[src/hdl/ordered_integer_list_engine_core_macros.svh]
// Assertion macros for the ordered integer list engine.
// Used by the top level; depends on nothing else.
`ifndef ORDERED_INTEGER_LIST_ENGINE_CORE_MACROS_SVH
`define ORDERED_INTEGER_LIST_ENGINE_CORE_MACROS_SVH

// Same-cycle implication, checked at every rising edge outside reset.
`define OILE_ASSERT_NOW(lbl, clk, rst, ante, cons, msg) \
  lbl: assert property (@(posedge clk) disable iff (rst) (ante) |-> (cons)) else $error(msg);

// Next-cycle implication, checked at every rising edge outside reset.
`define OILE_ASSERT_NEXT(lbl, clk, rst, ante, cons, msg) \
  lbl: assert property (@(posedge clk) disable iff (rst) (ante) |=> (cons)) else $error(msg);

`endif

[src/hdl/oile_pkg.sv]
// Shared types and codes for the ordered integer list engine.
// Used by the entry cell, the top level and the bench; depends on nothing.
package oile_pkg;

  typedef logic signed [31:0] value_t;

  typedef enum logic [2:0] {
    REQ_APPEND  = 3'd0,
    REQ_INSERT  = 3'd1,
    REQ_DEL_IDX = 3'd2,
    REQ_DEL_VAL = 3'd3,
    REQ_FIND    = 3'd4,
    REQ_READ    = 3'd5
  } req_t;

  typedef enum logic [1:0] {
    ST_OK     = 2'd0,
    ST_RANGE  = 2'd1,
    ST_FULL   = 2'd2,
    ST_ABSENT = 2'd3
  } status_t;

  typedef enum logic {
    FSM_IDLE,
    FSM_SCAN
  } fsm_t;

  typedef enum logic [1:0] {
    CELL_HOLD,
    CELL_LOAD,
    CELL_LEFT,
    CELL_RIGHT
  } cell_op_t;

  typedef struct packed {
    cell_op_t op;
    logic     cmp_en;
  } cell_ctrl_t;

endpackage

[src/hdl/oile_cell.sv]
// One entry cell of the list: holds a value and a registered match flag.
// Depends on oile_pkg.
module oile_cell (
  input  logic                clk,
  input  oile_pkg::cell_ctrl_t ctrl,
  input  oile_pkg::value_t    key,
  input  oile_pkg::value_t    left_data,
  input  oile_pkg::value_t    right_data,
  output oile_pkg::value_t    data,
  output logic                match
);

  always_ff @(posedge clk) begin
    case (ctrl.op)
      oile_pkg::CELL_LOAD:  data <= key;
      oile_pkg::CELL_LEFT:  data <= left_data;
      oile_pkg::CELL_RIGHT: data <= right_data;
      default:              data <= data;
    endcase
    if (ctrl.cmp_en) begin
      match <= (data == key);
    end
  end

endmodule

[config.mk]
export PLATFORM = sky130hd
export DESIGN_NAME = oile_cell
export DESIGN_NICKNAME = d
export VERILOG_FILES = /design/src/hdl/ordered_integer_list_engine_core_macros.svh /design/src/hdl/oile_pkg.sv /design/src/hdl/oile_cell.sv
export SDC_FILE = /design/constraint.sdc
export NUM_CORES = 1
export LEC_CHECK = 0
export BUFFER_PORTS_ARGS = -buffer_cell sky130_fd_sc_hd__buf_2
export CORE_ASPECT_RATIO = 1.2
export CORE_MARGIN = 4
export CORE_UTILIZATION = 39
export CTS_BUF_LIST = sky130_fd_sc_hd__clkbuf_4
export DETAILED_ROUTE_END_ITERATION = 8
export PLACE_DENSITY = 0.75
export SLEW_MARGIN = 20
export SYNTH_ARGS = -nofsm -noshare
export SYNTH_HDL_FRONTEND = slang
export SYNTH_SLANG_ARGS = --single-unit
[constraint.sdc]
create_clock -name clk -period 1.35 [get_ports clk]
set_input_delay 0.135 -clock clk [delete_from_list [all_inputs] [get_ports clk]]
set_output_delay 0.135 -clock clk [all_outputs]
set_load 0.01 [all_outputs]
==> results of run 1 <==
==> metrics by stage <==
step	setup TNS (ns)	util [%]	total power, W	setup WS, ns
6_report	0	56.9	0.00257	0.0810
5_1_grt	-0.0282	56.9	0.00273	-0.0282
4_1_cts	0	56.6	0.00260	0.0207
3_5_place_dp	-0.0224	55.4	0.00207	-0.0224
3_3_place_gp	-0.0123	55.4	0.00205	-0.0123
2_1_floorplan	0	-	0.00172	0.0678
==> cells in the final DEF, fill, tap and decap left out, drive strengths merged <==
master and instances:
buf 137, nor2 33, edfxtp 33, mux2i 32, a21oi 32, xor2 32
nor4 8, clkbuf 6, nand4 2, or2 1, clkinv 1, dlygate4sd3 1
==> state kept, by name (all words and copies together) (netlist names) <==
name,count
match,1
data,32
==> timing repair <==
action                                 in CTS  in global routing
buffers inserted                            0                  0
setup endpoints to repair                   1                  1
hold buffers                                0                  1
resized for setup                           2                  1
pin swaps                                   0                  1
endpoints found under the hold margin       0                  1
==> report_power, final <==
| part | switching, W | leakage (nW) | internal, W |
|---|---|---|---|
| logic | 0.000368 | 0.996 | 0.000349 |
| clock network | 0.000303 | 0.0292 | 0.000209 |
| registers | 0.0000705 | 0.333 | 0.00127 |
==> synthesized netlist by cell type <==
cell,n,area share [%]
or2_2,1,0.31
clkbuf_1,3,0.56
mux2i_1,32,16
buf_4,1,0.37
nor4_1,8,2.5
nand4_1,2,0.62
a21oi_1,32,7.9
buf_6,3,1.7
buf_2,4,0.99
xor2_1,32,14
nor2_1,33,6.1
edfxtp_1,33,49
==> layer usage <==
layer / vias up / share of wire, % / track usage [%]
met5: - / 0 / 0
met1: 795 / 40 / 19.9
met4: 0 / 1.5 / 6.92
li1: 940 / - / -
met2: 74 / 50 / 29.1
met3: 7 / 8.5 / 3.13
==> worst max-delay path, stage by stage (launching register included) <==
cell	delay, ns
edfxtp_1	0.41
xor2_1	0.17
nor4_2	0.31
nand4_1	0.15
nor2_1	0.10
==> how the worst max path moves through the flow <==
stage               slack, ns           endpoint
finish                   0.08    match$_DFFE_PP_
global route            -0.03    match$_DFFE_PP_
CTS                      0.02    match$_DFFE_PP_
detailed placement      -0.02    match$_DFFE_PP_
global placement        -0.01    match$_DFFE_PP_
floorplan                0.07  data[0]$_DFFE_PP_
==> cell type report <==
| class | count | share of cell area, % |
|---|---|---|
| clock buffers | 6 | 1.59 |
| multi-input cells | 140 | 34.3 |
| flip-flops and latches | 33 | 35.0 |
| repair buffers | 138 | 26.3 |
| well taps | 60 | 2.65 |
| clock inverters | 1 | 0.133 |
==> kinds of logic (layout without fill, tap and decap cells) <==
family | Yosys count | after routing | share of synthesized area, %
muxes | 32 | 32 | 15.9
buffers and inverters | 11 | 145 | 3.60
AOI/OAI and AO/OA | 32 | 32 | 7.94
DFF | 33 | 33 | 49.1
and+or+nand+nor | 44 | 44 | 9.55
xor gates and xnor gates | 32 | 32 | 13.9
==> results.toml, run 1 <==
[pwr]
leakagePower_nw = 1.36
power_density_nw_per_um2 = 907
ir_worst_vdd_v = 0.000592

[finish]
area_delta_synth_final_pct = 40.4
final_cells = 378
multi_input_area_um2 = 972
nFillCells = 468
design_area_um2 = 2830
num_antenna_cells = 0
layout.area.seq_um2 = 991
drive_gt1_share_pct = 46.2
layout.nets = 418

[timing]
timing.slew.headroom_pct = 81.8
setup_viol = 0
timing.fmax_mhz = 788
hold_violations = 0
layout_min_cycle_time_ns = 1.27
post-route-period-util_pct = 94.0
clock_skew_ns = 0.00539
slew_viol_final = 0
whs_ns = 0.157
worst_slew_pin_slew_ns = 0.271
rsz0062_at_grt = "yes"

[place]
io_buffers = 132
place_area_um2 = 2760
gp_congestion = 0.774
place_inst = 370
hpwl_um = 4430

[cts]
cts_buffers = 5
cts_max_path_buffers = 2
clock-sinks = 33
clk_pin_slew_worst_paths_ns = 0.10
cts-htree-levels = 2
insertion_delay_ns = 0.32
cts_tree = "yes"
clockRootBuffer = "clkbuf_4"

[drt]
dr_total_vias = 1816
antenna_left = 0
wl_um = 5400
viasPerCell = 4.80
dr.pass1.iters = 4
drt-initial-drc-count = 48
post_drt_wl_per_cell_um = 14.3
drc_errors = 0

[setup_path]
crit_type = "register to register"
end_kind = "register"
startpoint = "data[29]$_DFFE_PP_"
rr_endpoint = "match$_DFFE_PP_"
worstRegToRegCells = 4
reg2reg_slack_ns = 0.08
arrival_ns = 1.46
worstPathRequired_ns = 1.54
r2r_start = "data[29]$_DFFE_PP_"
start_kind = "register"
worst-path-max-fanout = 2

[die]
core_um2 = 4970
rows = 28
ios = 133
start_util_pct = 40.5
design.die.area_um2 = 6390
die_height_um = 86.8
die_w_um = 73.7

[synthesis]
synth_warnings = 0
netlist_area_um2 = 2020
seq_area_frac_synth_pct = 49.1
synthesis.instances = 184
postSynthAreaPerCell_um2 = 11.0
synth_fp_nets = 284
yosys_register_bits = 33
ys_types = 12

[global_routing]
antenna_found_initial = 0
grt_max_degree = 65
grtUsageTotal_pct = 16.7
overflow = 0
grt_pass1_wl_um = 8030
grt_pass1_vias = 1692

[min_path]
holdCritStartpoint = "key[31]"
hold_end = "data[31]$_DFFE_PP_"
min_path_cells = 3
hold_class = "primary input to register"

[outcome]
status = "finished clean"

[job]
cap_violations = 0
Power figures use the tool's default switching activity.
==> inputs of run 2 (changes only) <==
--- a/config.mk
+++ b/config.mk
@@ -6,7 +6,6 @@
 export NUM_CORES = 1
 export LEC_CHECK = 0
 export BUFFER_PORTS_ARGS = -buffer_cell sky130_fd_sc_hd__buf_2
-export CORE_ASPECT_RATIO = 1.2
 export CORE_MARGIN = 4
 export CORE_UTILIZATION = 39
 export CTS_BUF_LIST = sky130_fd_sc_hd__clkbuf_4
==> run 2 against run 1 <==
Net effect: clock power increased by 5.7%; global-route usage barely moved; design area shrank 0.31%; setup slack worse by 0.011 ns; critical path depth stayed put; routed wire length increased by 0.94%; flip-flop and latch count unchanged.
==> results.toml, run 2 (synthesis results as in run 1) <==
[die]
die_height_um = 79.9
ios = 133
rows = 25
die_w_um = 79.9
design.die.area_um2 = 6390
core_um2 = 4880
start_util_pct = 41.3

[pwr]
seqPwrFrac_pct = 51.6
ir_worst_vdd_v = 0.000650
combPwrFrac_pct = 27.5
p_switching_w = 0.000772
switching_share_pct = 29.8
internal_power_w = 0.00182
power_frac_clock_pct = 20.9
power_density_nw_per_um2 = 919
leakagePower_nw = 1.35

[timing]
hold_violations = 0
tns_ns = 0
timing.fmax_mhz = 781
clock_skew_ns = 0.0104
slew_viol_final = 0
post-route-period-util_pct = 94.8
worst_slew_pin_slew_ns = 0.431
timing.slew.headroom_pct = 71.3
whs_ns = 0.150
rsz0062_at_grt = "yes"
setup_viol = 0
layout_min_cycle_time_ns = 1.28

[global_routing]
grtUsageTotal_pct = 16.7
antenna_found_initial = 0
grt_pass1_wl_um = 8270
grt_pass1_vias = 1869
overflow = 0
grt_max_degree = 47

[drt]
drt-initial-drc-count = 84
dr_total_vias = 1830
antenna_left = 0
drc_errors = 0
dr.pass1.iters = 4
post_drt_wl_per_cell_um = 14.1
wl_um = 5450
viasPerCell = 4.74

[cts]
cts_tree = "yes"
clockRootBuffer = "clkbuf_4"
clk_pin_slew_worst_paths_ns = 0.11
cts-htree-levels = 2
cts_max_path_buffers = 2
post_cts_buffers = 0
cts_buffers = 5
clock-sinks = 33
insertion_delay_ns = 0.33

[min_path]
min_path_cells = 3
holdCritStartpoint = "key[21]"
hold_end = "data[21]$_DFFE_PP_"
hold_class = "primary input to register"

[setup_path]
crit_type = "register to register"
worst-path-max-fanout = 2
reg2reg_slack_ns = 0.07
arrival_ns = 1.48
worstPathRequired_ns = 1.55
rr_endpoint = "match$_DFFE_PP_"
end_kind = "register"
start_kind = "register"
r2r_start = "data[29]$_DFFE_PP_"
worstRegToRegCells = 4

[outcome]
status = "finished clean"

[finish]
drive_gt1_share_pct = 46.4
largestRegisters = "data: 32 flops, match: 1 flops"
final_common_cell = "buf_2"
regMostFlops = "data"
layout.area.seq_um2 = 991
nFillCells = 441
num_antenna_cells = 0
area_delta_synth_final_pct = 40.0
largest_reg_flops = 32
final_cell_mix = "132 x buf_2, 33 x nor2_1, 33 x edfxtp_1"
layout.nets = 419
multi_input_area_um2 = 972

[place]
io_buffers = 132
hpwl_um = 4440
gp_congestion = 0.748

[job]
cap_violations = 0
==> run 2: worst max path at each step <==
stage,start,end,slack (ns),cells past startpoint
2_1_floorplan,ctrl[1],data[0]$_DFFE_PP_,0.07,3
3_3_place_gp,data[24]$_DFFE_PP_,match$_DFFE_PP_,-0.03,4
3_5_place_dp,data[18]$_DFFE_PP_,match$_DFFE_PP_,-0.06,4
4_1_cts,data[18]$_DFFE_PP_,match$_DFFE_PP_,0.006,4
5_1_grt,data[20]$_DFFE_PP_,match$_DFFE_PP_,-0.05,4
6_report,data[29]$_DFFE_PP_,match$_DFFE_PP_,0.07,4
==> run 2: timing repair <==
| action | CTS | global route |
|---|---|---|
| pin swaps | 0 | 2 |
| hold endpoints to repair | 1 | 0 |
| gates resized for setup | 3 | 0 |
| endpoints found under the setup margin | 1 | 1 |
| hold buffers | 1 | 0 |
==> run 2: per-layer routing <==
| layer | up-vias | wire, um | GRT usage, % |
|---|---|---|---|
| li1 | 935 | - | - |
| met1 | 817 | 2310 | 20.0 |
| met2 | 76 | 2610 | 28.4 |
| met3 | 2 | 503 | 5.98 |
| met4 | 0 | 24 | 4.22 |
| met5 | - | 0 | 0 |
==> run 2: power by group through the flow <==
stage	clock network [W]	logic (W)	registers (W)
2_1_floorplan	0	0.000291	0.00142
3_3_place_gp	0	0.000695	0.00135
3_5_place_dp	0	0.000706	0.00136
4_1_cts	0.000556	0.000725	0.00134
5_1_grt	0.000607	0.000784	0.00136
6_report	0.000541	0.000714	0.00134
==> run 2: area by class of cell <==
class	instances	area share, %
Sequential cell	33	35.1
Multi-Input combinational cell	140	34.4
Timing Repair Buffer	139	25.8
Tap cell	67	2.97
Clock buffer	6	1.60
Clock inverter	1	0.133
==> run 2: stage by stage <==
step	instances	power (W)	utilization (%)	area, um2	setup slack, ns
after floorplan	184	0.00172	-	2020	0.0678
after global placement	378	0.00205	56.3	2750	-0.0271
after detailed placement	378	0.00207	56.3	2750	-0.0633
after CTS	386	0.00262	57.9	2820	0.00563
after global routing	386	0.00275	57.9	2820	-0.0460
final	386	0.00259	57.9	2820	0.0698
==> run 2: worst max-delay path: stages, from the launching register on <==
cell	delay, ns
edfxtp_1	0.41
xor2_1	0.16
nor4_2	0.31
nand4_1	0.16
nor2_1	0.11
